**src/rtl/assert_macros.svh**
```systemverilog
// ----------------------------------------------------------------------------
// assert_macros.svh
// Shared concurrent assertion macros for the tokenizer RTL.
// ----------------------------------------------------------------------------
`ifndef ASSERT_MACROS_SVH
`define ASSERT_MACROS_SVH

// Same-cycle implication, disabled while reset is asserted
`define ASSERT_IMPLIES(label, clk, rst_n, ante, cons) \
    label: assert property (@(posedge clk) disable iff (!(rst_n)) (ante) |-> (cons)) \
        else $error("assertion failed: same-cycle implication");

// Next-cycle implication, disabled while reset is asserted
`define ASSERT_NEXT(label, clk, rst_n, ante, cons) \
    label: assert property (@(posedge clk) disable iff (!(rst_n)) (ante) |=> (cons)) \
        else $error("assertion failed: next-cycle implication");

`endif

```
**src/rtl/sept_pkg.sv**
```systemverilog
// ----------------------------------------------------------------------------
// sept_pkg
// Types, character constants and separator codes for the separator tokenizer.
// ----------------------------------------------------------------------------
package sept_pkg;

    // Separator codes
    localparam logic [4:0] CODE_NONE        = 5'd0;
    localparam logic [4:0] CODE_CRLF        = 5'd1;
    localparam logic [4:0] CODE_SLASH2      = 5'd2;
    localparam logic [4:0] CODE_COMMENT     = 5'd3;
    localparam logic [4:0] CODE_SINGLE_BASE = 5'd4;

    // Characters of interest
    localparam logic [7:0] CH_TAB   = 8'd9;
    localparam logic [7:0] CH_LF    = 8'd10;
    localparam logic [7:0] CH_CR    = 8'd13;
    localparam logic [7:0] CH_SPACE = 8'd32;
    localparam logic [7:0] CH_SLASH = 8'h2F;
    localparam logic [7:0] CH_STAR  = 8'h2A;

    localparam logic [15:0] CNT_MAX = 16'hFFFF;

    // Result queue depth
    localparam int QUEUE_DEPTH    = 4;
    localparam int QUEUE_PTR_BITS = $clog2(QUEUE_DEPTH);

    // One result item
    typedef struct packed {
        logic [15:0] token_start;
        logic [15:0] token_length;
        logic [4:0]  separator_code;
        logic [15:0] line_count;
        logic        end_token;
    } t_result;

    // Everything one byte produces: a separator token and/or the closing token
    typedef struct packed {
        logic    tok_valid;
        t_result tok;
        logic    close_valid;
        t_result close;
    } t_entry;

    // Queue status seen by the front, the back and the top level
    typedef struct packed {
        logic full;
        logic empty;
    } t_queue_status;

    // Single-byte separator lookup, 0 when the byte is not one
    function automatic logic [4:0] single_code(input logic [7:0] b);
        logic [4:0] code;
        unique case (b)
            8'd10:  code = CODE_SINGLE_BASE + 5'd0;
            8'd9:   code = CODE_SINGLE_BASE + 5'd1;
            8'd32:  code = CODE_SINGLE_BASE + 5'd2;
            8'h2E:  code = CODE_SINGLE_BASE + 5'd3;   // .
            8'h2C:  code = CODE_SINGLE_BASE + 5'd4;   // ,
            8'h3A:  code = CODE_SINGLE_BASE + 5'd5;   // :
            8'h3B:  code = CODE_SINGLE_BASE + 5'd6;   // ;
            8'h2B:  code = CODE_SINGLE_BASE + 5'd7;   // +
            8'h2D:  code = CODE_SINGLE_BASE + 5'd8;   // -
            8'h28:  code = CODE_SINGLE_BASE + 5'd9;   // (
            8'h29:  code = CODE_SINGLE_BASE + 5'd10;  // )
            8'h21:  code = CODE_SINGLE_BASE + 5'd11;  // !
            8'h3D:  code = CODE_SINGLE_BASE + 5'd12;  // =
            8'h26:  code = CODE_SINGLE_BASE + 5'd13;  // &
            8'h25:  code = CODE_SINGLE_BASE + 5'd14;  // %
            8'h2A:  code = CODE_SINGLE_BASE + 5'd15;  // *
            8'h3C:  code = CODE_SINGLE_BASE + 5'd16;  // <
            8'h3E:  code = CODE_SINGLE_BASE + 5'd17;  // >
            8'h5B:  code = CODE_SINGLE_BASE + 5'd18;  // [
            8'h5D:  code = CODE_SINGLE_BASE + 5'd19;  // ]
            8'h7B:  code = CODE_SINGLE_BASE + 5'd20;  // {
            8'h7D:  code = CODE_SINGLE_BASE + 5'd21;  // }
            default: code = CODE_NONE;
        endcase
        return code;
    endfunction

    // Saturating 16-bit increment
    function automatic logic [15:0] sat_inc16(input logic [15:0] v);
        return (v == CNT_MAX) ? v : v + 16'd1;
    endfunction

endpackage

```
**src/rtl/sept_front.sv**
```systemverilog
// ----------------------------------------------------------------------------
// sept_front
// Accepts text bytes, classifies them and advances the tokenizer state;
// builds the result entry each byte produces.
// ----------------------------------------------------------------------------
module sept_front #(
    parameter int OFFSET_BITS = 16
) (
    input  logic             i_clk,
    input  logic             i_rst_n,
    input  logic             i_valid,
    input  logic [7:0]       i_data,
    input  logic             i_last,
    output logic             o_ready,
    input  sept_pkg::t_queue_status i_queue_status,
    output logic             o_push,
    output sept_pkg::t_entry o_entry
);
    import sept_pkg::*;

    localparam logic [OFFSET_BITS-1:0] POS_MAX = '1;

    logic [7:0]             r_held_byte,   n_held_byte;
    logic                   r_held_valid,  n_held_valid;
    logic                   r_skipping,    n_skipping;
    logic [OFFSET_BITS-1:0] r_start,       n_start;
    logic [15:0]            r_run,         n_run;
    logic [OFFSET_BITS-1:0] r_pos,         n_pos;
    logic [15:0]            r_newline,     n_newline;

    logic                   accept;
    logic [OFFSET_BITS-1:0] pos_next;
    logic [15:0]            nl_next;
    logic [4:0]             pair_code;
    logic                   pair_hit;
    logic                   skip1;
    logic [15:0]            run1;
    logic                   is_ws;
    logic [4:0]             sc;
    logic [OFFSET_BITS-1:0] st;
    logic [15:0]            rn;
    logic                   skip2;
    logic [OFFSET_BITS-1:0] start2;
    logic [15:0]            run2;
    logic                   heldv2;
    logic [7:0]             heldb2;
    logic                   tok_emit;
    logic [4:0]             tok_code;
    logic [OFFSET_BITS-1:0] tok_start;
    logic [15:0]            tok_len;

    // Hold off transfers while in reset or while the queue is full
    assign o_ready = i_rst_n && !i_queue_status.full;
    assign accept  = i_valid && o_ready;

    // Position and newline counters
    assign pos_next = (r_pos == POS_MAX) ? r_pos : r_pos + OFFSET_BITS'(1);
    assign nl_next  = (i_data == CH_LF) ? sat_inc16(r_newline) : r_newline;

    // Complete a held two-byte separator
    always_comb begin
        pair_code = CODE_NONE;
        if (r_held_valid) begin
            if (r_held_byte == CH_CR && i_data == CH_LF) begin
                pair_code = CODE_CRLF;
            end else if (r_held_byte == CH_SLASH && i_data == CH_SLASH) begin
                pair_code = CODE_SLASH2;
            end else if (r_held_byte == CH_SLASH && i_data == CH_STAR) begin
                pair_code = CODE_COMMENT;
            end
        end
    end

    assign pair_hit = (pair_code != CODE_NONE);
    // A held byte that does not pair up becomes a token byte
    assign skip1 = pair_hit ? 1'b1 : r_skipping;
    assign run1  = pair_hit ? 16'd0 :
                   (r_held_valid ? sat_inc16(r_run) : r_run);

    assign is_ws = (i_data >= CH_TAB && i_data <= CH_CR) || (i_data == CH_SPACE);
    assign sc    = single_code(i_data);
    assign st    = skip1 ? r_pos : r_start;
    assign rn    = skip1 ? 16'd0 : run1;

    // Take the current byte unless the pair consumed it
    always_comb begin
        skip2     = skip1;
        start2    = r_start;
        run2      = run1;
        heldv2    = 1'b0;
        heldb2    = r_held_byte;
        tok_emit  = pair_hit;
        tok_code  = pair_code;
        tok_start = r_start;
        tok_len   = r_run;
        if (!pair_hit && !(skip1 && is_ws)) begin
            skip2  = 1'b0;
            start2 = st;
            run2   = rn;
            if ((i_data == CH_CR || i_data == CH_SLASH) && !i_last) begin
                heldv2 = 1'b1;
                heldb2 = i_data;
            end else if (sc != CODE_NONE) begin
                if (rn == 16'd0) begin
                    start2 = pos_next;
                end else begin
                    tok_emit  = 1'b1;
                    tok_code  = sc;
                    tok_start = st;
                    tok_len   = rn;
                    skip2     = 1'b1;
                    run2      = 16'd0;
                end
            end else begin
                run2 = sat_inc16(rn);
            end
        end
    end

    // Build the entry for the queue
    always_comb begin
        o_entry.tok_valid            = tok_emit;
        o_entry.tok.token_start      = 16'(tok_start);
        o_entry.tok.token_length     = tok_len;
        o_entry.tok.separator_code   = tok_code;
        o_entry.tok.line_count       = nl_next;
        o_entry.tok.end_token        = 1'b0;
        o_entry.close_valid          = i_last;
        o_entry.close.token_start    = 16'(skip2 ? pos_next : start2);
        o_entry.close.token_length   = run2;
        o_entry.close.separator_code = CODE_NONE;
        o_entry.close.line_count     = nl_next;
        o_entry.close.end_token      = 1'b1;
    end

    assign o_push = accept && (tok_emit || i_last);

    // Next state: return to reset values after the final byte
    always_comb begin
        n_held_byte  = r_held_byte;
        n_held_valid = r_held_valid;
        n_skipping   = r_skipping;
        n_start      = r_start;
        n_run        = r_run;
        n_pos        = r_pos;
        n_newline    = r_newline;
        if (accept) begin
            if (i_last) begin
                n_held_byte  = 8'd0;
                n_held_valid = 1'b0;
                n_skipping   = 1'b1;
                n_start      = '0;
                n_run        = 16'd0;
                n_pos        = '0;
                n_newline    = 16'd0;
            end else begin
                n_held_byte  = heldb2;
                n_held_valid = heldv2;
                n_skipping   = skip2;
                n_start      = start2;
                n_run        = run2;
                n_pos        = pos_next;
                n_newline    = nl_next;
            end
        end
    end

    always_ff @(posedge i_clk) begin
        if (!i_rst_n) begin
            r_held_byte  <= 8'd0;
            r_held_valid <= 1'b0;
            r_skipping   <= 1'b1;
            r_start      <= '0;
            r_run        <= 16'd0;
            r_pos        <= '0;
            r_newline    <= 16'd0;
        end else begin
            r_held_byte  <= n_held_byte;
            r_held_valid <= n_held_valid;
            r_skipping   <= n_skipping;
            r_start      <= n_start;
            r_run        <= n_run;
            r_pos        <= n_pos;
            r_newline    <= n_newline;
        end
    end

endmodule

```
**src/rtl/sept_queue.sv**
```systemverilog
// ----------------------------------------------------------------------------
// sept_queue
// Short register queue of result entries between the front and back parts.
// ----------------------------------------------------------------------------
module sept_queue (
    input  logic                    i_clk,
    input  logic                    i_rst_n,
    input  logic                    i_push,
    input  sept_pkg::t_entry        i_entry,
    input  logic                    i_pop,
    output sept_pkg::t_entry        o_head,
    output sept_pkg::t_queue_status o_status
);
    import sept_pkg::*;

    localparam logic [QUEUE_PTR_BITS:0] COUNT_FULL = (QUEUE_PTR_BITS + 1)'(QUEUE_DEPTH);
    localparam logic [QUEUE_PTR_BITS-1:0] PTR_LAST = QUEUE_PTR_BITS'(QUEUE_DEPTH - 1);

    t_entry                    r_slot [QUEUE_DEPTH];
    logic [QUEUE_PTR_BITS-1:0] r_wr_ptr, n_wr_ptr;
    logic [QUEUE_PTR_BITS-1:0] r_rd_ptr, n_rd_ptr;
    logic [QUEUE_PTR_BITS:0]   r_count,  n_count;
    logic                      do_push;
    logic                      do_pop;

    assign o_status.full  = (r_count == COUNT_FULL);
    assign o_status.empty = (r_count == '0);
    assign o_head         = r_slot[r_rd_ptr];

    assign do_push = i_push && !o_status.full;
    assign do_pop  = i_pop && !o_status.empty;

    // Advance pointers and occupancy
    always_comb begin
        n_wr_ptr = r_wr_ptr;
        n_rd_ptr = r_rd_ptr;
        n_count  = r_count;
        if (do_push) begin
            n_wr_ptr = (r_wr_ptr == PTR_LAST) ? '0 : r_wr_ptr + QUEUE_PTR_BITS'(1);
        end
        if (do_pop) begin
            n_rd_ptr = (r_rd_ptr == PTR_LAST) ? '0 : r_rd_ptr + QUEUE_PTR_BITS'(1);
        end
        case ({do_push, do_pop})
            2'b10:   n_count = r_count + (QUEUE_PTR_BITS + 1)'(1);
            2'b01:   n_count = r_count - (QUEUE_PTR_BITS + 1)'(1);
            default: n_count = r_count;
        endcase
    end

    always_ff @(posedge i_clk) begin
        if (!i_rst_n) begin
            r_wr_ptr <= '0;
            r_rd_ptr <= '0;
            r_count  <= '0;
        end else begin
            r_wr_ptr <= n_wr_ptr;
            r_rd_ptr <= n_rd_ptr;
            r_count  <= n_count;
        end
    end

    // Write the slot, payload needs no reset
    always_ff @(posedge i_clk) begin
        if (do_push) begin
            r_slot[r_wr_ptr] <= i_entry;
        end
    end

endmodule

```
**src/rtl/sept_back.sv**
```systemverilog
// ----------------------------------------------------------------------------
// sept_back
// Unpacks queued entries into single result transfers through an output
// register on the master stream.
// ----------------------------------------------------------------------------
module sept_back (
    input  logic                    i_clk,
    input  logic                    i_rst_n,
    input  sept_pkg::t_entry        i_head,
    input  sept_pkg::t_queue_status i_queue_status,
    output logic                    o_pop,
    output logic                    o_valid,
    input  logic                    i_ready,
    output sept_pkg::t_result       o_result
);
    import sept_pkg::*;

    logic    r_phase, n_phase;
    logic    r_valid, n_valid;
    t_result r_result, n_result;
    logic    load;
    logic    use_close;

    assign load      = !r_valid || i_ready;
    // Second half of an entry, or an entry with only the closing token
    assign use_close = r_phase || !i_head.tok_valid;

    always_comb begin
        n_phase  = r_phase;
        n_valid  = r_valid;
        n_result = r_result;
        o_pop    = 1'b0;
        if (load) begin
            n_valid = !i_queue_status.empty;
            if (!i_queue_status.empty) begin
                n_result = use_close ? i_head.close : i_head.tok;
                o_pop    = use_close || !i_head.close_valid;
                n_phase  = !(use_close || !i_head.close_valid);
            end
        end
    end

    always_ff @(posedge i_clk) begin
        if (!i_rst_n) begin
            r_phase <= 1'b0;
            r_valid <= 1'b0;
        end else begin
            r_phase <= n_phase;
            r_valid <= n_valid;
        end
    end

    // Hold the result until it is taken
    always_ff @(posedge i_clk) begin
        r_result <= n_result;
    end

    assign o_valid  = r_valid;
    assign o_result = r_result;

endmodule

```
**src/rtl/separator_tokenizer.sv**
```systemverilog
// ----------------------------------------------------------------------------
// separator_tokenizer
// Splits a text byte stream into tokens ended by separators.
// ----------------------------------------------------------------------------
// Usage:
//   Slave stream: one text byte per transfer in tdata, tlast on the final byte
//   of a buffer. Master stream: one token per transfer; tlast marks the
//   closing token that every buffer ends with.
//   The front accepts one byte per cycle whenever the four-entry result queue
//   has room; tready does not depend on the byte itself. A byte yields zero,
//   one or two tokens (a separator token and, on the final byte, the closing
//   token). A token is written into the result queue and then into the output
//   register before it is presented on the master side. Throughput is one byte
//   per cycle while the queue has room; a separator token and the closing token
//   from the same byte leave the output register one after the other, the
//   separator token first. When the receiver stalls the output register holds
//   its token, the queue fills, and tready falls once all four queue entries are
//   taken. Reset clears the tokenizer state, the queue pointers and the output
//   valid flag, not the token payload; tready is high as soon as reset is released.
//   After the final byte of a buffer the state returns to its reset values.
// ----------------------------------------------------------------------------
`include "assert_macros.svh"

module separator_tokenizer #(
    parameter int OFFSET_BITS = 16
) (
    input  logic        i_clk,
    input  logic        i_rst_n,
    input  logic        i_s_tvalid,
    output logic        o_s_tready,
    input  logic [7:0]  i_s_tdata,   // [7:0] data_byte
    input  logic        i_s_tlast,
    output logic        o_m_tvalid,
    input  logic        i_m_tready,
    output logic [55:0] o_m_tdata,   // [15:0] token_start, [31:16] token_length,
                                     // [36:32] separator_code, [52:37] line_count
    output logic        o_m_tlast
);
    import sept_pkg::*;

    logic          w_push;
    logic          w_pop;
    t_entry        w_entry;
    t_entry        w_head;
    t_queue_status w_status;
    t_result       w_result;

    // Classify bytes and advance tokenizer state
    sept_front #(
        .OFFSET_BITS(OFFSET_BITS)
    ) u_front (
        .i_clk          (i_clk),
        .i_rst_n        (i_rst_n),
        .i_valid        (i_s_tvalid),
        .i_data         (i_s_tdata),
        .i_last         (i_s_tlast),
        .o_ready        (o_s_tready),
        .i_queue_status (w_status),
        .o_push         (w_push),
        .o_entry        (w_entry)
    );

    // Decouple the two sides
    sept_queue u_queue (
        .i_clk    (i_clk),
        .i_rst_n  (i_rst_n),
        .i_push   (w_push),
        .i_entry  (w_entry),
        .i_pop    (w_pop),
        .o_head   (w_head),
        .o_status (w_status)
    );

    // Deliver tokens one transfer at a time
    sept_back u_back (
        .i_clk          (i_clk),
        .i_rst_n        (i_rst_n),
        .i_head         (w_head),
        .i_queue_status (w_status),
        .o_pop          (w_pop),
        .o_valid        (o_m_tvalid),
        .i_ready        (i_m_tready),
        .o_result       (w_result)
    );

    assign o_m_tdata = {3'b000, w_result.line_count, w_result.separator_code,
                        w_result.token_length, w_result.token_start};
    assign o_m_tlast = w_result.end_token;

    // Checks
    `ASSERT_IMPLIES(a_no_push_when_full, i_clk, i_rst_n, w_push, !w_status.full)
    `ASSERT_IMPLIES(a_close_has_no_sep, i_clk, i_rst_n, o_m_tvalid && o_m_tlast,
        w_result.separator_code == CODE_NONE)
    `ASSERT_IMPLIES(a_token_has_sep, i_clk, i_rst_n, o_m_tvalid && !o_m_tlast,
        w_result.separator_code != CODE_NONE)
    `ASSERT_NEXT(a_push_reaches_output, i_clk, i_rst_n, w_push && w_status.empty,
        !w_status.empty || o_m_tvalid)

endmodule
```
**config.mk**
```make
export PLATFORM = sky130hd
export DESIGN_NAME = separator_tokenizer
export DESIGN_NICKNAME = d
export VERILOG_FILES = /design/src/rtl/sept_pkg.sv /design/src/rtl/sept_front.sv /design/src/rtl/sept_queue.sv /design/src/rtl/sept_back.sv /design/src/rtl/separator_tokenizer.sv
export VERILOG_INCLUDE_DIRS = /design/src /design/src/rtl
export SDC_FILE = /design/constraint.sdc
export NUM_CORES = 1
export LEC_CHECK = 0
export ABC_AREA = 1
export BUFFER_PORTS_ARGS = -buffer_cell sky130_fd_sc_hd__buf_4
export CAP_MARGIN = 15
export CORE_ASPECT_RATIO = 0.8
export CORE_MARGIN = 1
export CORE_UTILIZATION = 25
export DETAILED_ROUTE_END_ITERATION = 10
export GPL_ROUTABILITY_DRIVEN = 0
export PLACE_DENSITY = 0.38
export SLEW_MARGIN = 20
export SYNTH_ARGS = -nofsm -noshare
export SYNTH_HDL_FRONTEND = slang
export SYNTH_SLANG_ARGS = --single-unit
```
**constraint.sdc**
```tcl
create_clock -name i_clk -period 8.4 [get_ports i_clk]
set_clock_uncertainty 0.15 [all_clocks]
set_input_delay 0.84 -clock i_clk [delete_from_list [all_inputs] [get_ports i_clk]]
set_output_delay 0.84 -clock i_clk [all_outputs]
set_load 0.02 [all_outputs]
```
* Word level (Yosys, flattened, before mapping)
Memory sizes are Yosys's and may differ from the RTL's. A register that Yosys moved wholly into a read port is not among the register bits.
Cells that the tools add are included.
** Word-level totals
- Bits in writable memories :: 412
- Input bits :: 13
- Memories kept :: 1
- Register bits after elaboration :: 137
- Output and inout port bits :: 59
** Memories
- u_queue.r_slot :: words 4, width 103, read ports 1, clocked after memory_dff 1, write ports 1, line sept_queue.sv:19 : t_entry r_slot [QUEUE_DEPTH];
** Cells by class
- $lt $le $gt $ge :: 2
- Reduce and logical (&&, ||, !) cells :: 36
- Muxes and demuxes :: 65
- Bitwise gates (word level) :: 1
- $add $sub $neg :: 8
- Eq/ne operators :: 35
** Operators by type and width (number)
- $mux W16 :: 30
- $eq A8 B6 Y1 const B :: 18
- $pmux W5 S22 :: 1
- $add A16 B1 Y16 const B :: 4
- $eq A16 B16 Y1 const B :: 4
- $mux W54 :: 1
- $mux W5 :: 7
- $eq A8 B4 Y1 const B :: 4
- $eq A8 B7 Y1 const B :: 4
- $mux W8 :: 3
- $mux W1 :: 17
- $logic_not A16 Y1 :: 1
- $logic_and A1 B1 Y1 :: 12
- $mux W2 :: 5
- $reduce_bool A5 Y1 :: 2
- $logic_not A1 Y1 :: 9
- $ge A8 B4 Y1 const B :: 1
- $le A8 B4 Y1 const B :: 1
- $eq A2 B2 Y1 const B :: 3
- $logic_or A1 B1 Y1 :: 6
- $pmux W3 S2 :: 1
- $reduce_bool A2 Y1 :: 3
- $add A2 B1 Y2 const B :: 2
- $add A3 B1 Y3 const B :: 1
- 7 further kinds :: 7

* Depth between registers and ports, before layout
- Depth in word-level cells :: 19
- Depth in mapped cells :: 26

* Modules after synthesis
From an unflattened synthesis, not the netlist that was laid out.
** Unflattened totals
- Cells, all modules :: 2624
- Area total of the unflattened synthesis :: 26774.4 sq um
** Modules (own cells, without submodules)
- sept_queue :: instances 1, cells an instance 1135, seq. area each 13392.8 sq um, area an instance 17155.2 sq um
- sept_front :: instances 1, cells an instance 1236, seq. area each 1481.4 sq um, area an instance 6949.2 sq um
- sept_back :: instances 1, cells an instance 249, seq. area each 1661.6 sq um, area an instance 2643.8 sq um
- separator_tokenizer :: instances 1, cells an instance 4, seq. area each 0.0 sq um, area an instance 26.3 sq um

* Worst setup path before layout
No wires, ideal clock.
- Kind :: input to register
- Start point :: in i_s_tdata[5]
- End point :: mem u_queue.r_slot[0][100] in the netlist's numbering, enable pin
- Stages on the path :: 20
- Arrival time :: 6.356 ns
- Buffers on the path :: 2
- Path slack :: 1.361 ns
- Cells stage by stage :: inv_2 nor2_1 nand2_1 nor2_1 nand2_2 nand2_2 nand2_2 nand3_4 buf_8 clkbuf_1 nor2_1 inv_2 ha_1 nand3_1 nor2_2 nand2_2 nand3_2 nand3_1 nand2_2 nor2_1
** Between the ends
- Cells in the longest elaborated chain, start to end :: 19
** Ends and longest elaborated chain
- start, declared :: line separator_tokenizer.sv:31 : input logic [7:0] i_s_tdata,
- $eq A8 B6 Y1 :: line sept_pkg.sv:54, sept_front.sv:68
- $logic_and A1 B1 Y1 :: line sept_front.sv:68 : end else if (r_held_byte == CH_SLASH && i_data == CH_STAR) begin
- $mux W2 :: line sept_front.sv:68
- $mux W5 :: line sept_front.sv:66 : end else if (r_held_byte == CH_SLASH && i_data == CH_SLASH) begin
- $mux W5 :: line sept_front.sv:64 : if (r_held_byte == CH_CR && i_data == CH_LF) begin
- $mux W5 :: line sept_front.sv:63 : if (r_held_valid) begin
- $reduce_bool A5 Y1 :: line sept_front.sv:74 : assign pair_hit = (pair_code != CODE_NONE);
- $mux W16 or $mux W1 (tied branches) :: line sept_front.sv:77, sept_front.sv:76
- [... 3 more ...]
- $mux W1 :: line sept_front.sv:103 : end else if (sc != CODE_NONE) begin
- $mux W1 :: line sept_front.sv:100 : if ((i_data == CH_CR || i_data == CH_SLASH) && !i_last) begin
- $mux W1 * :: line sept_front.sv:96 : if (!pair_hit && !(skip1 && is_ws)) begin
- $logic_or A1 B1 Y1 * :: line sept_front.sv:136 : assign o_push = accept && (tok_emit || i_last);
- $logic_and A1 B1 Y1 * :: line sept_front.sv:136
- $logic_and A1 B1 Y1 * :: line sept_queue.sv:30 : assign do_push = i_push && !o_status.full;
- $mux W1 * :: line sept_queue.sv:65 : if (do_push) begin
- $mux W1 (implied by the code) * :: line sept_queue.sv:66 : r_slot[r_wr_ptr] <= i_entry;
- end, declared :: line sept_queue.sv:19
Mark *: on every way between the ends. The rest lies on a longest branch, timed or not.

* Final worst setup path
- Start point :: reg u_front.r_held_valid
- End point :: reg u_queue.r_count[2]
** Between the ends
- Cells in the longest elaborated chain, start to end :: 14
** Ends and longest elaborated chain
- start, declared :: line sept_front.sv:24 : logic r_held_valid, n_held_valid;
- start signal, assigned :: line sept_front.sv:179 : r_held_valid <= n_held_valid;
- $mux W5 :: line sept_front.sv:63
- $reduce_bool A5 Y1 :: line sept_front.sv:74
- $mux W16 or $mux W1 (tied branches) :: line sept_front.sv:77, sept_front.sv:76
- $mux W16 :: line sept_front.sv:83 : assign rn = skip1 ? 16'd0 : run1;
- $logic_not A16 Y1 :: line sept_front.sv:104 : if (rn == 16'd0) begin
- $mux W1 :: line sept_front.sv:104
- $mux W1 :: line sept_front.sv:103
- $mux W1 :: line sept_front.sv:100
- $mux W1 * :: line sept_front.sv:96
- $logic_or A1 B1 Y1 * :: line sept_front.sv:136
- $logic_and A1 B1 Y1 * :: line sept_front.sv:136
- $logic_and A1 B1 Y1 * :: line sept_queue.sv:30
- $eq A2 B1 Y1 or $eq A2 B2 Y1 (tied branches) :: line sept_queue.sv:44 : case ({do_push, do_pop})
- $pmux W3 S2 or $reduce_bool A2 Y1 (tied branches)
- end signal, assigned :: line sept_queue.sv:59 : r_count <= n_count;
- end, declared :: line sept_queue.sv:22 : logic [QUEUE_PTR_BITS:0] r_count, n_count;
Marked as above.
A chain may end at the register's enable or synchronous reset.

==> out/results.ini <==
[cts]
clkLatencyLatePin_ns = 0.62
ctsHoldBuffers = 0
clockRootBuffer = clkbuf_16
cts_num_sinks = 487
cts_setup_buffers = 0
path_clk_slew_ns = 0.06
cts_tree = built
clockBufferDepth = 3
cts_buffers = 54
cts_resized = 0
htreeDepth = 2

[global_routing]
grt.overflow.total = 0
grt_max_degree = 96
grt_pass1_wl_um = 99400
antenna_found_initial = 0
grt_usage_pct = 14.4
grt_pass1_vias = 16061

[critical_path]
crit_type = flip-flop to flip-flop
cp-start-kind = flip-flop
cp_max_fo = 40
required_ns = 8.74
setup.worst_path.end_class = flip-flop
cp.arrival_ns = 5.44

[final_layout]
layout_common_cells = nand2_1 (411), edfxtp_1 (402), nor2_1 (399), o21ai_0 (261), inv_1 (183)
finalNetCount = 2383
synthToLayoutAreaGrowth_pct = 16.0
final_common_cell = nand2_1
fin_area_um2 = 25800
layout-drive-gt1-share_pct = 10.5

[timing]
finalHoldViolations = 0
slew_headroom_pct = 30.1
rsz0062_at_grt = no
clock.fmax_mhz = 196
final_max_slew_viol_count = 0
period_share_pct = 60.8
worst_pin_slew_ns = 1.05
period_needed_ns = 5.11
setup_viol = 0
tns_ns = 0

[detailed_routing]
ant_nets = 0
drt_iter0_drc = 1114
wl_per_cell_um = 18.1
routed_wirelength_um = 65100
vias_per_cell = 4.53
drc = 0
dr_total_vias = 16291
firstDrtPassIters = 5

[synth]
synth_edf_count = 402
seq_area_frac_synth_pct = 61.9
syn_area_per_cell_um2 = 9.56
synthFlopType = edfxtp_1
async_flop_share_pct = 0
syn_area_um2 = 22200
synth_cell_type_count = 55
netlist_instances = 2328
yosys_warnings = 0
synth_seq_cells = 487

[die]
num_rows = 97
io_pins = 72
initial_utilization_pct = 25.3
die_w_um = 336
die_h_um = 269
die_area_um2 = 90200
core_area_um2 = 87900

[power_and_ir_drop]
intPower_w = 0.00474
p_sw_w = 0.00215
ir_worst_vdd_v = 0.000154
combPwrFrac_pct = 21.4
seqPwrFrac_pct = 43.5
power_density_nw_per_um2 = 267
leakage_nw = 8.91
p_clk_share_pct = 35.1
swShare_pct = 31.2

[run]
max_cap_viol_count = 0

[placed_design]
dpl_cell_area_um2 = 24000
hpwl_um = 38900
port_buffers = 68

[run_status]
status = finished clean

[min_path]
hold_class = flip-flop to flip-flop

-- per-stage QoR --
step	total power, W	utilization, %	setup slack (ns)	hold slack (ns)	cells
after floorplan	0.00391	-	1.36	0.279	2330
after global placement	0.00459	27.3	2.97	0.303	3490
after detailed placement	0.00459	27.3	2.96	0.305	3490
after CTS	0.00705	29.4	3.28	0.314	3592
after global routing	0.00725	29.4	2.87	0.345	3592
final	0.00688	29.4	3.29	0.309	3593
-- critical path, stage by stage (launching register included) --
cell	delay, ns
dfxtp_1	0.84
inv_1	0.41
nor3_1	0.34
nand2_2	0.14
nand3_4	0.46
inv_2	0.14
nand2_1	0.20
ha_1	0.18
nand3_1	0.09
nor2_2	0.23
nand2_2	0.15
nand3_2	0.09
nand3_1	0.10
nand2_2	0.25
ha_1	0.20
inv_1	0.07
fa_1	0.44
a21oi_1	0.14
o21ai_0	0.12
o21ai_0	0.17
a21oi_1	0.06
-- per-layer routing --
layer / wire length, um / vias up / GRT usage [%]
li1: - / 8016 / -
met1: 31700 / 7978 / 19.8
met2: 30500 / 230 / 24.1
met3: 2010 / 67 / 1.96
met4: 911 / 0 / 3.10
met5: 0 / - / 0
-- Yosys cell counts, types with 2 or more instances --
cell type	count	share of area [%]
nand2_1	412	7.0
nor2_1	406	6.9
edfxtp_1	402	54
o21ai_0	261	5.9
inv_1	185	3.1
dfxtp_1	85	7.6
clkbuf_1	83	1.4
a21oi_1	82	1.8
nand3_1	81	1.8
o22ai_1	53	1.5
o21ai_1	37	0.83
a31oi_1	34	0.96
nor3_1	22	0.49
xor2_1	20	0.79
nand2_2	16	0.45
nand4_1	15	0.42
buf_2	14	0.31
nor2_2	12	0.34
ha_1	11	0.62
inv_2	10	0.17
buf_1	7	0.12
buf_4	7	0.24
nor4_1	7	0.20
a21oi_2	6	0.24
xnor2_1	6	0.24
nand3_2	5	0.22
nor2_4	5	0.25
nand4_2	4	0.22
clkinv_1	3	0.051
o211ai_1	3	0.10
o21ai_2	3	0.12
or2_2	3	0.084
a21boi_0	2	0.067
and3_1	2	0.056
buf_6	2	0.10
nand3_4	2	0.16
o21bai_1	2	0.067
-- flip-flops by register name, summed over array words and instances (netlist names), named ones only --
name                  count
u_queue.r_slot          348
u_back.o_result          54
u_front.r_newline        16
u_front.r_pos            16
u_front.r_run            16
u_front.r_start          16
u_front.r_held_byte       8
u_queue.r_count           3
u_queue.r_rd_ptr          2
u_queue.r_wr_ptr          2
u_back.o_valid            1
u_back.r_phase            1
u_front.r_held_valid      1
u_front.r_skipping        1
-- power by group through the flow --
stage          clock (W)  combinational [W]  sequential, W
2_1_floorplan          0           0.000714        0.00320
3_3_place_gp           0            0.00153        0.00306
3_5_place_dp           0            0.00153        0.00306
4_1_cts          0.00250            0.00154        0.00301
5_1_grt          0.00258            0.00164        0.00302
6_report         0.00241            0.00147        0.00300
-- logic make-up after synthesis --
family	Yosys count	synth area share [%]
simple gates	996	18.8
compound gates	492	11.9
flops	487	61.9
buf+inv	313	5.60
xor+xnor	26	1.02
fa+ha+maj	12	0.709
other cells	1	0.0169
mux	1	0.0450
-- worst paths after layout --
check | slack, ns | endpoint | start | cells past startpoint
setup reg to reg | 3.29 | u_queue.r_count[2] | u_front.r_held_valid | 20
setup / recovery | 3.29 | u_queue.r_count[2] | u_front.r_held_valid | 20
hold / removal | 0.31 | u_front.r_held_byte[6] | u_front.r_held_byte[6] | 2
hold reg to reg | 0.31 | u_front.r_held_byte[6] | u_front.r_held_byte[6] | 2
-- area by class of cell --
class	count	area (um2)
diodes	1	2.50
clock buffers	80	1530
clock inverters	22	259
fillers	9223	62100
inverters	199	752
multi-input cells	1530	7300
flip-flops and latches	487	13800
well taps	1188	1490
repair buffers	86	683
(Power assumes the default switching activity.)
